`config.mk`:
```
export PLATFORM = sky130hd
export DESIGN_NAME = motor_soft_start_with_link_qualifier
export DESIGN_NICKNAME = d
export VERILOG_FILES = /design/src/rtl/core/mssq_pkg.sv /design/src/rtl/core/mssq_scale.sv /design/src/rtl/core/motor_soft_start_with_link_qualifier.sv
export VERILOG_INCLUDE_DIRS = /design/src /design/src/rtl/core
export SDC_FILE = /design/constraint.sdc
export NUM_CORES = 1
export LEC_CHECK = 0
export ABC_AREA = 1
export ABC_CLOCK_PERIOD_IN_PS = 8700
export BUFFER_PORTS_ARGS = -buffer_cell sky130_fd_sc_hd__buf_2
export CORE_MARGIN = 4
export CORE_UTILIZATION = 40
export DETAILED_ROUTE_END_ITERATION = 10
export GPL_TIMING_DRIVEN = 1
export SYNTH_ARGS = -nofsm -noshare
export SYNTH_HDL_FRONTEND = slang
export SYNTH_SLANG_ARGS = --single-unit
```
`constraint.sdc`:
```
create_clock -name clock -period 8.7 [get_ports clock]
set_input_delay 0.87 -clock clock [delete_from_list [all_inputs] [get_ports clock]]
set_output_delay 0.87 -clock clock [all_outputs]
set_load 0.02 [all_outputs]
```
`src/rtl/core/motor_soft_start_with_link_qualifier_assert.svh`:
```
// Assertion macros shared by the motor soft start RTL.
// Both macros sample on the module's clock and are disabled while reset is high.
`ifndef MOTOR_SOFT_START_WITH_LINK_QUALIFIER_ASSERT_SVH
`define MOTOR_SOFT_START_WITH_LINK_QUALIFIER_ASSERT_SVH

// Same-cycle implication.
`define MSSQ_ASSERT_SAME(label, ante, cons, msg) \
   label: assert property (@(posedge clock) disable iff (reset) (ante) |-> (cons)) \
      else $error(msg);

// Next-cycle implication.
`define MSSQ_ASSERT_NEXT(label, ante, cons, msg) \
   label: assert property (@(posedge clock) disable iff (reset) (ante) |=> (cons)) \
      else $error(msg);

`endif

```
`src/rtl/core/mssq_pkg.sv`:
```
// Package for the motor soft start with link qualifier.
// Holds register indexes, reset values and the status struct; no dependencies.
package mssq_pkg;

   localparam int unsigned CSR_INDEX_W = 3;
   localparam int unsigned CSR_DATA_W  = 8;

   typedef enum logic [CSR_INDEX_W-1:0] {
      CSR_ON_THRESHOLD     = 3'd0,
      CSR_OFF_THRESHOLD    = 3'd1,
      CSR_FRAME_LENGTH     = 3'd2,
      CSR_COMMAND_POSITION = 3'd3,
      CSR_DEBOUNCE_TICKS   = 3'd4,
      CSR_RAMP_UP_STEP     = 3'd5,
      CSR_RAMP_DOWN_STEP   = 3'd6,
      CSR_DRIVE_MAX        = 3'd7
   } csr_index_type;

   localparam logic [7:0] RST_ON_THRESHOLD     = 8'd99;
   localparam logic [7:0] RST_OFF_THRESHOLD    = 8'd49;
   localparam logic [3:0] RST_FRAME_LENGTH     = 4'd4;
   localparam logic [2:0] RST_COMMAND_POSITION = 3'd1;
   localparam logic [4:0] RST_DEBOUNCE_TICKS   = 5'd21;
   localparam logic [7:0] RST_RAMP_UP_STEP     = 8'd1;
   localparam logic [7:0] RST_RAMP_DOWN_STEP   = 8'd3;
   localparam logic [7:0] RST_DRIVE_MAX        = 8'd60;

   // Per-tick flags that ride along with the speed to the result.
   typedef struct packed {
      logic motor_enabled;
      logic link_up;
   } status_type;

endpackage

```
`src/rtl/core/mssq_scale.sv`:
```
// Drive scaling pipeline: floor(speed * drive_max / SPEED_FULL) plus result register.
// Depends on mssq_pkg and the assertion macro header.
`include "motor_soft_start_with_link_qualifier_assert.svh"

module mssq_scale
   import mssq_pkg::*;
#(
   parameter int unsigned SPEED_FULL = 255
) (
   input  logic                                  clock,
   input  logic                                  reset,
   input  logic                                  in_valid,
   output logic                                  in_ready,
   input  logic [$clog2(SPEED_FULL+1)-1:0]       in_speed,
   input  status_type                            in_stat,
   input  logic [7:0]                            drive_max,
   output logic                                  out_valid,
   input  logic                                  out_ready,
   output logic [7:0]                            out_drive,
   output logic [7:0]                            out_speed,
   output status_type                            out_stat
);

   localparam int unsigned SPEED_W = $clog2(SPEED_FULL + 1);
   localparam int unsigned PROD_W  = SPEED_W + 8;
   localparam int unsigned WIDE_W  = 2 * PROD_W;
   // floor(2^PROD_W / SPEED_FULL): estimate is low by at most one
   localparam longint unsigned RECIP_L = (64'd1 << PROD_W) / SPEED_FULL;
   localparam logic [PROD_W-1:0] RECIP = RECIP_L[PROD_W-1:0];
   localparam logic [PROD_W-1:0] DIV   = PROD_W'(SPEED_FULL);
   localparam logic [PROD_W-1:0] DIV2  = PROD_W'(2 * SPEED_FULL);

   // stage a: captured speed
   logic               a_valid_ff;
   logic [SPEED_W-1:0] a_speed_ff;
   status_type         a_stat_ff;
   // stage b: product
   logic               b_valid_ff;
   logic [PROD_W-1:0]  b_prod_ff, b_prod_in;
   logic [7:0]         b_speed_ff;
   status_type         b_stat_ff;
   // stage c: quotient estimate
   logic               c_valid_ff;
   logic [PROD_W-1:0]  c_prod_ff;
   logic [PROD_W-1:0]  c_est_ff, c_est_in;
   logic [WIDE_W-1:0]  c_wide;
   logic [7:0]         c_speed_ff;
   status_type         c_stat_ff;
   // output register
   logic               o_valid_ff;
   logic [7:0]         o_drive_ff, o_drive_in;
   logic [7:0]         o_speed_ff;
   status_type         o_stat_ff;

   logic               a_ready, b_ready, c_ready, o_ready;
   logic [PROD_W-1:0]  est_mul, rem_w, quot_w;

   assign o_ready = !o_valid_ff || out_ready;
   assign c_ready = !c_valid_ff || o_ready;
   assign b_ready = !b_valid_ff || c_ready;
   assign a_ready = !a_valid_ff || b_ready;
   assign in_ready = a_ready;

   always_comb begin
      b_prod_in = PROD_W'(a_speed_ff) * PROD_W'(drive_max);
      c_wide    = WIDE_W'(b_prod_ff) * WIDE_W'(RECIP);
      c_est_in  = c_wide[WIDE_W-1:PROD_W];
      est_mul   = PROD_W'(c_est_ff * DIV);
      rem_w     = c_prod_ff - est_mul;
      quot_w    = (rem_w >= DIV) ? c_est_ff + PROD_W'(1) : c_est_ff;
      o_drive_in = quot_w[7:0];
   end

   always_ff @(posedge clock) begin
      if (reset) begin
         a_valid_ff <= 1'b0;
         b_valid_ff <= 1'b0;
         c_valid_ff <= 1'b0;
         o_valid_ff <= 1'b0;
      end else begin
         if (a_ready) a_valid_ff <= in_valid;
         if (b_ready) b_valid_ff <= a_valid_ff;
         if (c_ready) c_valid_ff <= b_valid_ff;
         if (o_ready) o_valid_ff <= c_valid_ff;
      end
   end

   always_ff @(posedge clock) begin
      if (a_ready && in_valid) begin
         a_speed_ff <= in_speed;
         a_stat_ff  <= in_stat;
      end
      if (b_ready && a_valid_ff) begin
         b_prod_ff  <= b_prod_in;
         b_speed_ff <= 8'(a_speed_ff);
         b_stat_ff  <= a_stat_ff;
      end
      if (c_ready && b_valid_ff) begin
         c_prod_ff  <= b_prod_ff;
         c_est_ff   <= c_est_in;
         c_speed_ff <= b_speed_ff;
         c_stat_ff  <= b_stat_ff;
      end
      if (o_ready && c_valid_ff) begin
         o_drive_ff <= o_drive_in;
         o_speed_ff <= c_speed_ff;
         o_stat_ff  <= c_stat_ff;
      end
   end

   assign out_valid = o_valid_ff;
   assign out_drive = o_drive_ff;
   assign out_speed = o_speed_ff;
   assign out_stat  = o_stat_ff;

   `MSSQ_ASSERT_SAME(a_est_within_one, c_valid_ff, rem_w < DIV2, "quotient estimate off by more than one")
   `MSSQ_ASSERT_NEXT(a_est_held_on_stall, c_valid_ff && !o_ready, c_valid_ff && $stable(c_est_ff), "stalled estimate moved")
   `MSSQ_ASSERT_NEXT(a_out_held, out_valid && !out_ready, out_valid && $stable(out_drive), "stalled result moved")

endmodule

```
`src/rtl/core/motor_soft_start_with_link_qualifier.sv`:
```
// Top level of the motor soft start with link qualifier.
// Depends on mssq_pkg, mssq_scale and the assertion macro header.
//
// Usage:
//   csr_*  : register writes (index, 8-bit data); always ready, one per cycle.
//            Write only while no transaction is in flight.
//   req_*  : one transaction per scheduler tick: link pin level, byte-valid
//            flag and received byte.
//   rsp_*  : one transaction per request: drive value, ramped speed, enable
//            and debounced link flag, all as of the end of that tick.
// Throughput: one request per cycle while rsp_ready keeps the pipeline moving.
//   Each result passes through the scale pipeline (capture, speed * drive_max,
//   reciprocal multiply, remainder correction into the result register).
// Tick state (frame position, enable, speed, debounce) updates in the cycle
//   a request is accepted, so the next request can follow immediately.
// Reset: registers return to defaults (on 99, off 49, frame 4, position 1,
//   debounce 21, up 1, down 3, drive max 60); speed, enable and link clear,
//   and a frame clear is pending for the first tick.
// Stall: when rsp_ready is low the result holds; requests keep flowing until
//   the four pipeline slots fill, then req_ready drops.
`include "motor_soft_start_with_link_qualifier_assert.svh"

module motor_soft_start_with_link_qualifier
   import mssq_pkg::*;
#(
   parameter int unsigned SPEED_FULL = 255
) (
   input  logic                   clock,
   input  logic                   reset,
   // register write channel
   input  logic                   csr_valid,
   output logic                   csr_ready,
   input  logic [CSR_INDEX_W-1:0] csr_index,
   input  logic [CSR_DATA_W-1:0]  csr_data,
   // tick request channel
   input  logic                   req_valid,
   output logic                   req_ready,
   input  logic                   req_link_pin,
   input  logic                   req_byte_valid,
   input  logic [7:0]             req_rx_byte,
   // result channel
   output logic                   rsp_valid,
   input  logic                   rsp_ready,
   output logic [7:0]             rsp_drive_value,
   output logic [7:0]             rsp_speed_level,
   output logic                   rsp_motor_enabled,
   output logic                   rsp_link_up
);

   localparam int unsigned SPEED_W = $clog2(SPEED_FULL + 1);
   localparam int unsigned SUM_W   = ((SPEED_W > 8) ? SPEED_W : 8) + 1;
   localparam logic [SPEED_W-1:0] SPEED_MAX = SPEED_W'(SPEED_FULL);

   // configuration registers
   logic [7:0] on_threshold_ff;
   logic [7:0] off_threshold_ff;
   logic [3:0] frame_length_ff;
   logic [2:0] command_position_ff;
   logic [4:0] debounce_ticks_ff;
   logic [7:0] ramp_up_ff;
   logic [7:0] ramp_down_ff;
   logic [7:0] drive_max_ff;

   // tick state
   logic [3:0]         frame_pos_ff, frame_pos_in;
   logic               pos_valid_ff, pos_valid_in;
   logic               enable_ff, enable_in;
   logic               clear_pending_ff, clear_pending_in;
   logic [SPEED_W-1:0] speed_ff, speed_in;
   logic [4:0]         debounce_count_ff, debounce_count_in;
   logic               link_flag_ff, link_flag_in;

   logic               accept;
   logic               pos_valid_eff;
   logic [4:0]         pos_step;
   logic [SUM_W-1:0]   sum_up;
   logic [5:0]         count_step;
   status_type         stat_in;
   status_type         rsp_stat;

   assign csr_ready = 1'b1;
   assign accept    = req_valid && req_ready;

   // register writes
   always_ff @(posedge clock) begin
      if (reset) begin
         on_threshold_ff     <= RST_ON_THRESHOLD;
         off_threshold_ff    <= RST_OFF_THRESHOLD;
         frame_length_ff     <= RST_FRAME_LENGTH;
         command_position_ff <= RST_COMMAND_POSITION;
         debounce_ticks_ff   <= RST_DEBOUNCE_TICKS;
         ramp_up_ff          <= RST_RAMP_UP_STEP;
         ramp_down_ff        <= RST_RAMP_DOWN_STEP;
         drive_max_ff        <= RST_DRIVE_MAX;
      end else if (csr_valid && csr_ready) begin
         unique case (csr_index_type'(csr_index))
            CSR_ON_THRESHOLD:     on_threshold_ff     <= csr_data;
            CSR_OFF_THRESHOLD:    off_threshold_ff    <= csr_data;
            CSR_FRAME_LENGTH:     frame_length_ff     <= csr_data[3:0];
            CSR_COMMAND_POSITION: command_position_ff <= csr_data[2:0];
            CSR_DEBOUNCE_TICKS:   debounce_ticks_ff   <= csr_data[4:0];
            CSR_RAMP_UP_STEP:     ramp_up_ff          <= csr_data;
            CSR_RAMP_DOWN_STEP:   ramp_down_ff        <= csr_data;
            CSR_DRIVE_MAX:        drive_max_ff        <= csr_data;
         endcase
      end
   end

   // one tick: command, then speed, then link qualifier
   always_comb begin
      // a clear left by a down link wipes frame position and enable first
      pos_valid_eff = pos_valid_ff && !clear_pending_ff;
      enable_in     = enable_ff && !clear_pending_ff;
      pos_valid_in  = pos_valid_eff;
      frame_pos_in  = frame_pos_ff;
      pos_step      = pos_valid_eff ? {1'b0, frame_pos_ff} + 5'd1 : 5'd0;
      if (req_byte_valid) begin
         frame_pos_in = (pos_step >= {1'b0, frame_length_ff}) ? 4'd0 : pos_step[3:0];
         pos_valid_in = 1'b1;
         if (frame_pos_in == {1'b0, command_position_ff}) begin
            // on wins when both thresholds match
            if (req_rx_byte >= on_threshold_ff) begin
               enable_in = 1'b1;
            end else if (req_rx_byte <= off_threshold_ff) begin
               enable_in = 1'b0;
            end
         end
      end
      // takes effect one tick later
      clear_pending_in = !link_flag_ff;

      // speed ramp uses the link flag from before this tick
      sum_up = SUM_W'(speed_ff) + SUM_W'(ramp_up_ff);
      if (enable_in && link_flag_ff) begin
         speed_in = (sum_up >= SUM_W'(SPEED_MAX)) ? SPEED_MAX : sum_up[SPEED_W-1:0];
      end else if (SUM_W'(speed_ff) <= SUM_W'(ramp_down_ff)) begin
         speed_in = '0;
      end else begin
         speed_in = speed_ff - SPEED_W'(ramp_down_ff);
      end

      // saturating debounce
      count_step = req_link_pin ? {1'b0, debounce_count_ff} + 6'd1 : 6'd0;
      debounce_count_in = (count_step >= {1'b0, debounce_ticks_ff}) ?
                          debounce_ticks_ff : count_step[4:0];
      link_flag_in = link_flag_ff;
      if (req_link_pin && (debounce_count_in == debounce_ticks_ff)) begin
         link_flag_in = 1'b1;
      end
      if (!req_link_pin) begin
         link_flag_in = 1'b0;
      end

      stat_in.motor_enabled = enable_in;
      stat_in.link_up       = link_flag_in;
   end

   always_ff @(posedge clock) begin
      if (reset) begin
         pos_valid_ff      <= 1'b0;
         enable_ff         <= 1'b0;
         clear_pending_ff  <= 1'b1;
         speed_ff          <= '0;
         debounce_count_ff <= '0;
         link_flag_ff      <= 1'b0;
      end else if (accept) begin
         pos_valid_ff      <= pos_valid_in;
         enable_ff         <= enable_in;
         clear_pending_ff  <= clear_pending_in;
         speed_ff          <= speed_in;
         debounce_count_ff <= debounce_count_in;
         link_flag_ff      <= link_flag_in;
      end
   end

   // position is qualified by pos_valid_ff
   always_ff @(posedge clock) begin
      if (accept) begin
         frame_pos_ff <= frame_pos_in;
      end
   end

   mssq_scale #(
      .SPEED_FULL(SPEED_FULL)
   ) u_scale (
      .clock     (clock),
      .reset     (reset),
      .in_valid  (req_valid),
      .in_ready  (req_ready),
      .in_speed  (speed_in),
      .in_stat   (stat_in),
      .drive_max (drive_max_ff),
      .out_valid (rsp_valid),
      .out_ready (rsp_ready),
      .out_drive (rsp_drive_value),
      .out_speed (rsp_speed_level),
      .out_stat  (rsp_stat)
   );

   assign rsp_motor_enabled = rsp_stat.motor_enabled;
   assign rsp_link_up       = rsp_stat.link_up;

   `MSSQ_ASSERT_NEXT(a_link_down_clears, accept && !link_flag_ff, clear_pending_ff && (speed_ff <= $past(speed_ff)), "down link did not schedule clear or speed rose")
   `MSSQ_ASSERT_NEXT(a_state_held_idle, !accept, $stable(speed_ff) && $stable(enable_ff) && $stable(link_flag_ff), "tick state changed without a transaction")
   `MSSQ_ASSERT_SAME(a_speed_capped, 1'b1, speed_ff <= SPEED_MAX, "speed above full scale")

endmodule

```
==> summary.md, run 1 <==
| Metric | Value |
|---|---|
| Highest fanout seen on the critical path | `15` |
| Die W | `186.7 um` |
| DRC violation total after the first TritonRoute iteration | `461` |
| Run status | `finished, final reports clean` |
| Number of diodes | `0` |
| Hold violation count in the final report | `0` |
| Startpoint class of the critical path | `flop` |
| CTS resizes | `0` |
| Root buf cell | `sky130_fd_sc_hd__clkbuf_16` |
| Sequential area share after synthesis | `0.3330` |
| Number of nets in the layout | `1772` |
| Static Leakage | `0.007190 uW` |
| Average routed wire per standard cell | `13.04 um` |
| Summed negative setup slack over all endpoints | `0 ps` |
| Data arrival time of the worst path | `between 5000 and 6000 ps` |
| Most area-hungry cell type in the Yosys netlist | `sky130_fd_sc_hd__edfxtp_1` |
| Per-cell via count in the routed design | `roughly 4.8` |
| Combined area of the multi-input logic cells | `7064 um^2` |
| Relative slew slack | `0.3570` |
| Power density over the cells | `~360 nW/um^2` |
| Crit Path Category | `reg -> reg` |
| Global-route wire length before repair | `about 43000 um` |
| Area fraction of the dominant cell type after synthesis | `0.2186` |
| Number of enable flip-flop cells after synthesis | `93` |
| CTS hold repair buffers | `0` |
| Sequential cell area | `4254 um^2` |
| Number of setup buffers added after CTS | `0` |
| Biggest area contributors in the synthesized netlist | `sky130_fd_sc_hd__edfxtp_1, sky130_fd_sc_hd__ha_1, sky130_fd_sc_hd__fa_1` |
| Worst hold-check path type | `reg -> reg` |
| Met2 layer usage reported by global route | `0.2311` |
| RSZ-0062 raised after global routing | `no` |
| Summed instance area of the synthesized netlist | `12770 um^2` |
| Tightest Pin Transition | `963.4 ps` |
| Area added between synthesis and finish | `9.314%` |
| Starting utilization of the core area | `0.4048` |
| Area of the die | `34860 um^2` |
| Final setup viols | `0` |
| Maximum frequency from static timing analysis | `0.1970 GHz` |
| Sinks on the clock net | `166` |
| Level count of the clock H-tree | `4` |
| Endpoint type of the worst setup path | `flop` |
| Final HPWL DP | `20120 um` |
| Detailed-route DRC error count | `0` |
| Die Y-Extent | `roughly 190 um` |
| Warning count from the yosys run | `0` |
| Overall global routing resource usage | `0.1472` |
| Total nets after synthesis | `roughly 1700` |
| Inst Count DP | `between 1500 and 2000` |
| Max Cap Violations | `0` |
| Final worst setup slack | `around 3600 ps` |
| Pre-CTS setup slack | `3610 ps` |
| Required time at the endpoint of the critical path | `8870 ps` |
| Io pins | `between 40 and 50` |
| Post-synth ARST share | `0` |
| Overall routed net length | `25170 um` |
| Share of cells above drive strength 1 | `0.08698` |
| Count of final max-slew check failures | `0` |
| Router iterations before antenna repair | `5` |
| GR Util met3 | `0.02507` |
| Number of antenna violations at the first check in global routing | `0` |
| Count of input and output buffers | `45` |
| Maximum number of pins on one net before global-route repair | `slightly below 50` |
| Portion of the clock cycle consumed by the worst path in the final layout | `0.5833` |
| Synthesized netlist cell count | `1481` |
| Count of cell types in the netlist | `48` |
| Total power of the final layout | `roughly 5000 uW` |
| Largest buffer count on any clock path | `2` |
| Final Non-Filler Cells | `just under 2000` |
| FF+latch count, synth | `166` |
| Routability cong. | `0.8531` |
| Setup Skew | `approximately 7.3 ps` |
| Shortest clock period the worst path allows after layout | `5075 ps` |
| Core ar. | `31560 um^2` |
| Mean instance size in the synthesized netlist | `8.626 um^2` |
| VDD IR-drop max | `~0.33 mV` |
| Leading register cell type out of synthesis | `sky130_fd_sc_hd__edfxtp_1` |
| Number of buffers created by CTS | `17` |
| Clock tree from TritonCTS | `done` |
| Clock transition at path regs | `60 ps` |
| Total number of placement rows | `65` |
| Total congestion overflow after global routing | `0` |
| Clock latency reported for the late side of the worst-skew pair | `430 ps` |
| Met1 demand-to-capacity share in global routing | `0.2158` |
| Antenna-violating nets left | `0` |
| Via count | `~9000` |
| GRT busiest layer | `met2` |
| Filler cell count | `3129` |
| Vias in the first global route | `between 8000 and 9000` |
-- area by class of cell --
type / count / share of cell area
Multi-Input combinational cell: 933 / 0.5059
Timing Repair Buffer: 49 / 0.01828
Sequential cell: 166 / 0.3046
Inverter: 349 / 0.09381
Clock buffer: 20 / 0.03432
Clock inverter: 12 / 0.007078
Tap cell: 402 / 0.03602
-- cell usage in the layout, fill, tap and decap left out, drive strengths merged, types with 11 or more instances in the layout --
| cell type | netlist | final |
|---|---|---|
| a21oi | 79 | 79 |
| nand4 | 21 | 21 |
| nand3 | 63 | 63 |
| fa | 85 | 85 |
| o21ai | 75 | 75 |
| inv | 349 | 357 |
| o211ai | 11 | 11 |
| clkbuf | 19 | 20 |
| nand2 | 251 | 251 |
| dfxtp | 73 | 73 |
| ha | 145 | 145 |
| buf | 14 | 49 |
| xor2 | 37 | 37 |
| nor2 | 123 | 123 |
| edfxtp | 93 | 93 |
-- stage by stage --
step                      hold WS, ps  cell area (um^2)  utilization
after global routing            427.7             13960       0.4425
after global placement          402.6             13390       0.4242
after CTS                       416.4             13960       0.4425
after floorplan                 400.3             12770            -
final                           418.9             13960       0.4425
after detailed placement        404.5             13390       0.4242
-- critical path: stages (launching register included) --
cell and delay, ps:
sky130_fd_sc_hd__edfxtp_1 460, sky130_fd_sc_hd__inv_1 190, sky130_fd_sc_hd__fa_1 530, sky130_fd_sc_hd__inv_1 100, sky130_fd_sc_hd__fa_1 510, sky130_fd_sc_hd__inv_1 50, sky130_fd_sc_hd__fa_1 530, sky130_fd_sc_hd__inv_1 50
sky130_fd_sc_hd__fa_1 520, sky130_fd_sc_hd__inv_1 40, sky130_fd_sc_hd__ha_1 360, sky130_fd_sc_hd__a21oi_2 200, sky130_fd_sc_hd__o21ai_1 110, sky130_fd_sc_hd__a211oi_1 280, sky130_fd_sc_hd__nand2_1 90, sky130_fd_sc_hd__nor2_1 90
sky130_fd_sc_hd__o21bai_1 110, sky130_fd_sc_hd__nor2_4 140, sky130_fd_sc_hd__nand3_4 220, sky130_fd_sc_hd__xor2_1 220
-- routing by layer --
layer	part of all wire	up-vias
met5	0	-
met4	0.0097	0
met1	0.50	4288
met3	0.041	17
met2	0.45	149
li1	-	4720
-- where the power goes --
group	internal, uW	leakage, uW	switching, uW
combinational	1260	0.00542	1920
sequential	976	0.00147	86.5
clock	427	0.000296	316
-- sequential cells by signal (all words and copies together), names as in the netlist, 3 cells and up --
signal / count
off_threshold_ff: 8
frame_pos_ff: 4
u_scale.out_drive: 8
drive_max_ff: 8
u_scale.c_prod_ff: 16
speed_ff: 8
u_scale.out_speed: 8
command_position_ff: 3
u_scale.a_speed_ff: 8
u_scale.c_speed_ff: 8
frame_length_ff: 4
ramp_up_ff: 8
u_scale.c_est_ff: 9
u_scale.b_speed_ff: 8
debounce_ticks_ff: 5
debounce_count_ff: 5
ramp_down_ff: 8
on_threshold_ff: 8
u_scale.b_prod_ff: 16
-- worst paths after layout --
check        cells past startpoint                            start                         endpoint  slack [ps]
max reg2reg                     19    u_scale.c_est_ff[2]$_DFFE_PP_   u_scale.out_drive[0]$_DFFE_PP_        3620
min                              0  u_scale.b_speed_ff[0]$_DFFE_PP_  u_scale.c_speed_ff[0]$_DFFE_PP_         420
max                             19    u_scale.c_est_ff[2]$_DFFE_PP_   u_scale.out_drive[0]$_DFFE_PP_        3620
min reg2reg                      0  u_scale.b_speed_ff[0]$_DFFE_PP_  u_scale.c_speed_ff[0]$_DFFE_PP_         420
-- logic make-up after synthesis --
logic type	count (synthesis)	share of synthesized area
other	1	0.0002935
AO/OA/AOI/OAI	186	0.08443
flip-flops	166	0.3330
XOR/XNOR	45	0.03085
AND/OR/NAND/NOR	471	0.1620
buffers and inverters	382	0.1142
adder cells (fa/ha/maj)	230	0.2752
-- Yosys cell counts, drive strengths merged, types with 2 or more instances --
cell and instances:
nor3 4, nand3 63, dfxtp 73, o21bai 7
o21a 2, fa 85, ha 145, a21o 4
inv 349, a21oi 79, o211ai 11, nor4 2
a31oi 3, a211oi 2, buf 14, xor2 37
edfxtp 93, clkbuf 19, nand2 251, o21ai 75
xnor2 8, or2 3, nand4 21, nor2 123
(Power assumes the default switching activity.)
==> inputs of run 2 (changes only) <==
Settings changed: ABC_AREA 1 to 0, ABC_CLOCK_PERIOD_IN_PS 8700 to 4600.
Clock period 8.7 ns to 4.6 ns, I/O delays scaled along.
==> run 2 against run 1 <==
The flow now finishes with violations (negative setup slack). Total power rose to 2.5 times the previous value. Area after synthesis is 1.4% lower. Sequential power is 85% higher. Worst hold slack worse by 150 ps. Critical path depth is the same. Clock power rose by 91%. Highest routed layer is now met5.
==> summary.md, run 2 <==
| Metric | Value |
|---|---|
| Destination of the worst hold path | `u_scale.a_valid_ff$_SDFFE_PP0N_` |
| Area fraction of the dominant cell type after synthesis | `0.2218` |
| Endpoint type of the worst setup path | `flop` |
| Shortest clock period the worst path allows after layout | `5126 ps` |
| Count of input and output buffers | `45` |
| Synthesized netlist cell count | `between 1000 and 1500` |
| Power density over the cells | `841.3 nW/um^2` |
| Crit Path Category | `reg -> reg` |
| Largest registers ranked by flip-flop count | `u_scale.b_prod_ff x16, u_scale.c_prod_ff x16, u_scale.c_est_ff x9` |
| Tightest Pin Transition | `between 900 and 1000 ps` |
| GR Util met3 | `0.02789` |
| Post-synthesis simple-gate area fraction | `0.1376` |
| DRC violation total after the first TritonRoute iteration | `420` |
| Clock latency reported for the late side of the worst-skew pair | `440 ps` |
| Standard cell with the maximum stage delay on the critical path | `sky130_fd_sc_hd__or4_4` |
| Number of diodes | `0` |
| VDD IR-drop max | `0.9848 mV` |
| Count of cell types in the netlist | `74` |
| Met2 layer usage reported by global route | `0.2768` |
| Count of final max-slew check failures | `0` |
| Post-synth ARST share | `0` |
| WHS | `267.7 ps` |
| Pre-CTS setup slack | `-670.9 ps` |
| Maximum frequency from static timing analysis | `about 0.20 GHz` |
| Dominant combinational cell family by area after synthesis | `adder cells` |
| Biggest area contributors in the synthesized netlist | `sky130_fd_sc_hd__edfxtp_1, sky130_fd_sc_hd__ha_1, sky130_fd_sc_hd__fa_1` |
| RSZ-0062 raised after global routing | `yes` |
| Total nets after synthesis | `between 1500 and 2000` |
| Total congestion overflow after global routing | `0` |
| Sequential area share after synthesis | `0.3379` |
| Met1 demand-to-capacity share in global routing | `0.2292` |
| Summed instance area of the synthesized netlist | `12590 um^2` |
| Leading register cell type out of synthesis | `sky130_fd_sc_hd__edfxtp_1` |
| Compound-Gate Fraction of Synth Area | `0.1104` |
| Instance count along the most critical hold path | `3` |
| Routability cong. | `0.8533` |
| Detailed-route DRC error count | `0` |
| Mean instance size in the synthesized netlist | `between 9 and 10 um^2` |
| Average routed wire per standard cell | `15.13 um` |
| Area of the die | `34380 um^2` |
| Adder and majority cell fraction of the synthesized area | `0.2792` |
| Total number of placement rows | `64` |
| Core ar. | `30830 um^2` |
| Portion of the clock cycle consumed by the worst path in the final layout | `1.114` |
| Failing checks | `negative setup slack` |
| CTS hold repair buffers | `0` |
| Startpoint class of the critical path | `flop` |
| Required time at the endpoint of the critical path | `4780 ps` |
| Hold violation count in the final report | `0` |
| Area added between synthesis and finish | `18.72%` |
| Global-route wire length before repair | `roughly 46000 um` |
| Number of buffer and inverter stages on the critical path | `6` |
| Final worst setup slack | `-526.2 ps` |
| Clock transition at path regs | `60 ps` |
| Vias in the first global route | `9171` |
| Highest-count cells in the layout ignoring fill and taps | `sky130_fd_sc_hd__inv_1, sky130_fd_sc_hd__ha_1, sky130_fd_sc_hd__nand2_1` |
| FF+latch count, synth | `166` |
| CP peak stage delay | `550 ps` |
| Worst R2R Start | `u_scale.c_est_ff[6]$_DFFE_PP_` |
| Number of antenna violations at the first check in global routing | `1` |
| Commonest cells in the synthesized netlist | `sky130_fd_sc_hd__inv_1, sky130_fd_sc_hd__ha_1, sky130_fd_sc_hd__nand2_1` |
| GRT busiest layer | `met2` |
| Most area-hungry cell type in the Yosys netlist | `sky130_fd_sc_hd__edfxtp_1` |
| Sinks on the clock net | `~170` |
| Per-cell via count in the routed design | `between 5 and 6` |
| Router iterations before antenna repair | `5` |
| Most used standard cell by instance count after synthesis | `sky130_fd_sc_hd__inv_1` |
| Level count of the clock H-tree | `4` |
| Relative slew slack | `0.3576` |
| Worst hold-check path type | `in -> reg` |
| Number of buffers created by CTS | `17` |
| Antenna-violating nets left | `0` |
| Data arrival time of the worst path | `5310 ps` |
| Die Y-Extent | `185.4 um` |
| Max Cap Violations | `0` |
| Static Leakage | `0.006753 uW` |
| Warning count from the yosys run | `0` |
| Highest fanout seen on the critical path | `6` |
| Series of cell instances along the critical path | `inv_2 > buf_4 > fa_1 > buf_4 > fa_2 > fa_1 > inv_1 > fa_1 > inv_1 > ha_1 > nor2b_1 > nor2_2 > o311ai_4 > or4_4 > a2111oi_4 > nand4_1 > buf_6 > o2111ai_4 > xnor2_2` |
| Reg-to-reg critical path endpoint | `u_scale.out_drive[6]$_DFFE_PP_` |
| Overall global routing resource usage | `0.1671` |
| Run status | `finished with violations` |
| Post-layout utilization of the core | `0.4849` |
| Io pins | `between 40 and 50` |
| Share of cells above drive strength 1 | `0.1913` |
| XOR/XNOR share of the synthesized area | `0.03826` |
| Largest buffer count on any clock path | `2` |
| Final setup viols | `8` |
| Summed negative setup slack over all endpoints | `-3864 ps` |
| Starting utilization of the core area | `0.4084` |
| Overall routed net length | `between 20000 and 30000 um` |
| FF-to-FF path depth | `19` |
| Most common cell after layout, fill and taps aside | `sky130_fd_sc_hd__inv_1` |
| Final HPWL DP | `about 22000 um` |
| Crit path max-delay family | `adder cells` |
| Reg-to-reg slack, setup | `-530 ps` |
| Share of synthesized area spent on multiplexers | `0.02633` |
| Via count | `9192` |
| Maximum number of pins on one net before global-route repair | `37` |
| Clock tree from TritonCTS | `done` |
| Root buf cell | `sky130_fd_sc_hd__clkbuf_16` |
| Crit-path most repeated cell | `sky130_fd_sc_hd__fa_1` |
| Die W | `185.4 um` |
| Hold_sp | `req_valid` |
| Setup Skew | `12.22 ps` |
| Number of nets in the layout | `1675` |
| Number of enable flip-flop cells after synthesis | `93` |
## run 2: changes by cell type after synthesis, moves of 19 or more
| cell | previous run | this run |
|---|---|---|
| sky130_fd_sc_hd__inv_1 | 342 | 202 |
| sky130_fd_sc_hd__mux2i_1 | 0 | 32 |
| sky130_fd_sc_hd__and2_1 | 1 | 51 |
| sky130_fd_sc_hd__nand2_1 | 243 | 120 |
| sky130_fd_sc_hd__xor2_1 | 37 | 13 |
| sky130_fd_sc_hd__nand3_1 | 50 | 15 |
| sky130_fd_sc_hd__nor2b_1 | 0 | 19 |
| sky130_fd_sc_hd__o21ai_0 | 58 | 19 |
| sky130_fd_sc_hd__nor2_1 | 116 | 77 |
| sky130_fd_sc_hd__xnor2_1 | 8 | 42 |
## run 2: area by class of cell
cell class	instances	area [um^2]
Fill cell	2830	15880
Multi-Input combinational cell	875	7770
Sequential cell	166	4255
Timing Repair Buffer	156	1085
Inverter	203	762.0
Tap cell	396	495.5
Clock buffer	19	464.2
Clock inverter	13	116.4
## run 2: kinds of logic after synthesis
group,after synthesis
XOR/XNOR,55
AO/OA/AOI/OAI,201
flip-flops,166
other,1
buffers and inverters,230
multiplexers,33
adder cells (fa/ha/maj),230
AND/OR/NAND/NOR,355
## run 2: metrics by stage
step	instances	instance area, um^2	power [uW]
6_report	1828	14950	12580
2_1_floorplan	1271	12620	7058
5_1_grt	1828	14950	13720
3_3_place_gp	1779	13930	9532
4_1_cts	1818	14720	12000
3_5_place_dp	1779	13930	9534
## run 2: worst reg2reg max path, delay by kind of cell (launching register included)
kind            cells  cell delay, ps
fa+ha+maj           5            2020
xor+xnor            1              90
compound gates      3             580
flops               1             360
buf+inv             6             680
simple gates        4            1130
## run 2: worst max path at each step
stage	startpoint	to	slack, ps	cells past startpoint
3_5_place_dp	u_scale.c_est_ff[6]$_DFFE_PP_	u_scale.out_drive[6]$_DFFE_PP_	-670	19
3_3_place_gp	u_scale.c_est_ff[6]$_DFFE_PP_	u_scale.out_drive[7]$_DFFE_PP_	-560	20
2_1_floorplan	u_scale.c_est_ff[1]$_DFFE_PP_	u_scale.out_drive[1]$_DFFE_PP_	-570	19
5_1_grt	u_scale.c_est_ff[7]$_DFFE_PP_	u_scale.out_drive[6]$_DFFE_PP_	-710	19
6_report	u_scale.c_est_ff[6]$_DFFE_PP_	u_scale.out_drive[6]$_DFFE_PP_	-530	19
4_1_cts	u_scale.c_est_ff[7]$_DFFE_PP_	u_scale.out_drive[1]$_DFFE_PP_	-530	18
## run 2: timing repair
action                                  in CTS  in global routing
buffers inserted                             8                 10
hold endpoints to repair                     0                  0
gates resized for setup                     31                 35
cloned                                       0                  0
endpoints found under the setup margin       8                 11
pin swaps                                   22                 27
## run 2: routing by layer
metal | vias up | share of wire
met1 | 4397 | 0.47
met4 | 2 | 0.013
li1 | 4586 | -
met2 | 176 | 0.48
met5 | - | 0.00040
met3 | 31 | 0.040
## run 2: where the power goes
| part | internal (uW) | total (uW) | switching, uW |
|---|---|---|---|
| sequential | 1830 | 1960 | 131 |
| combinational | 4640 | 9200 | 4560 |
| clock | 797 | 1420 | 620 |
| total | 7260 | 12600 | 5310 |
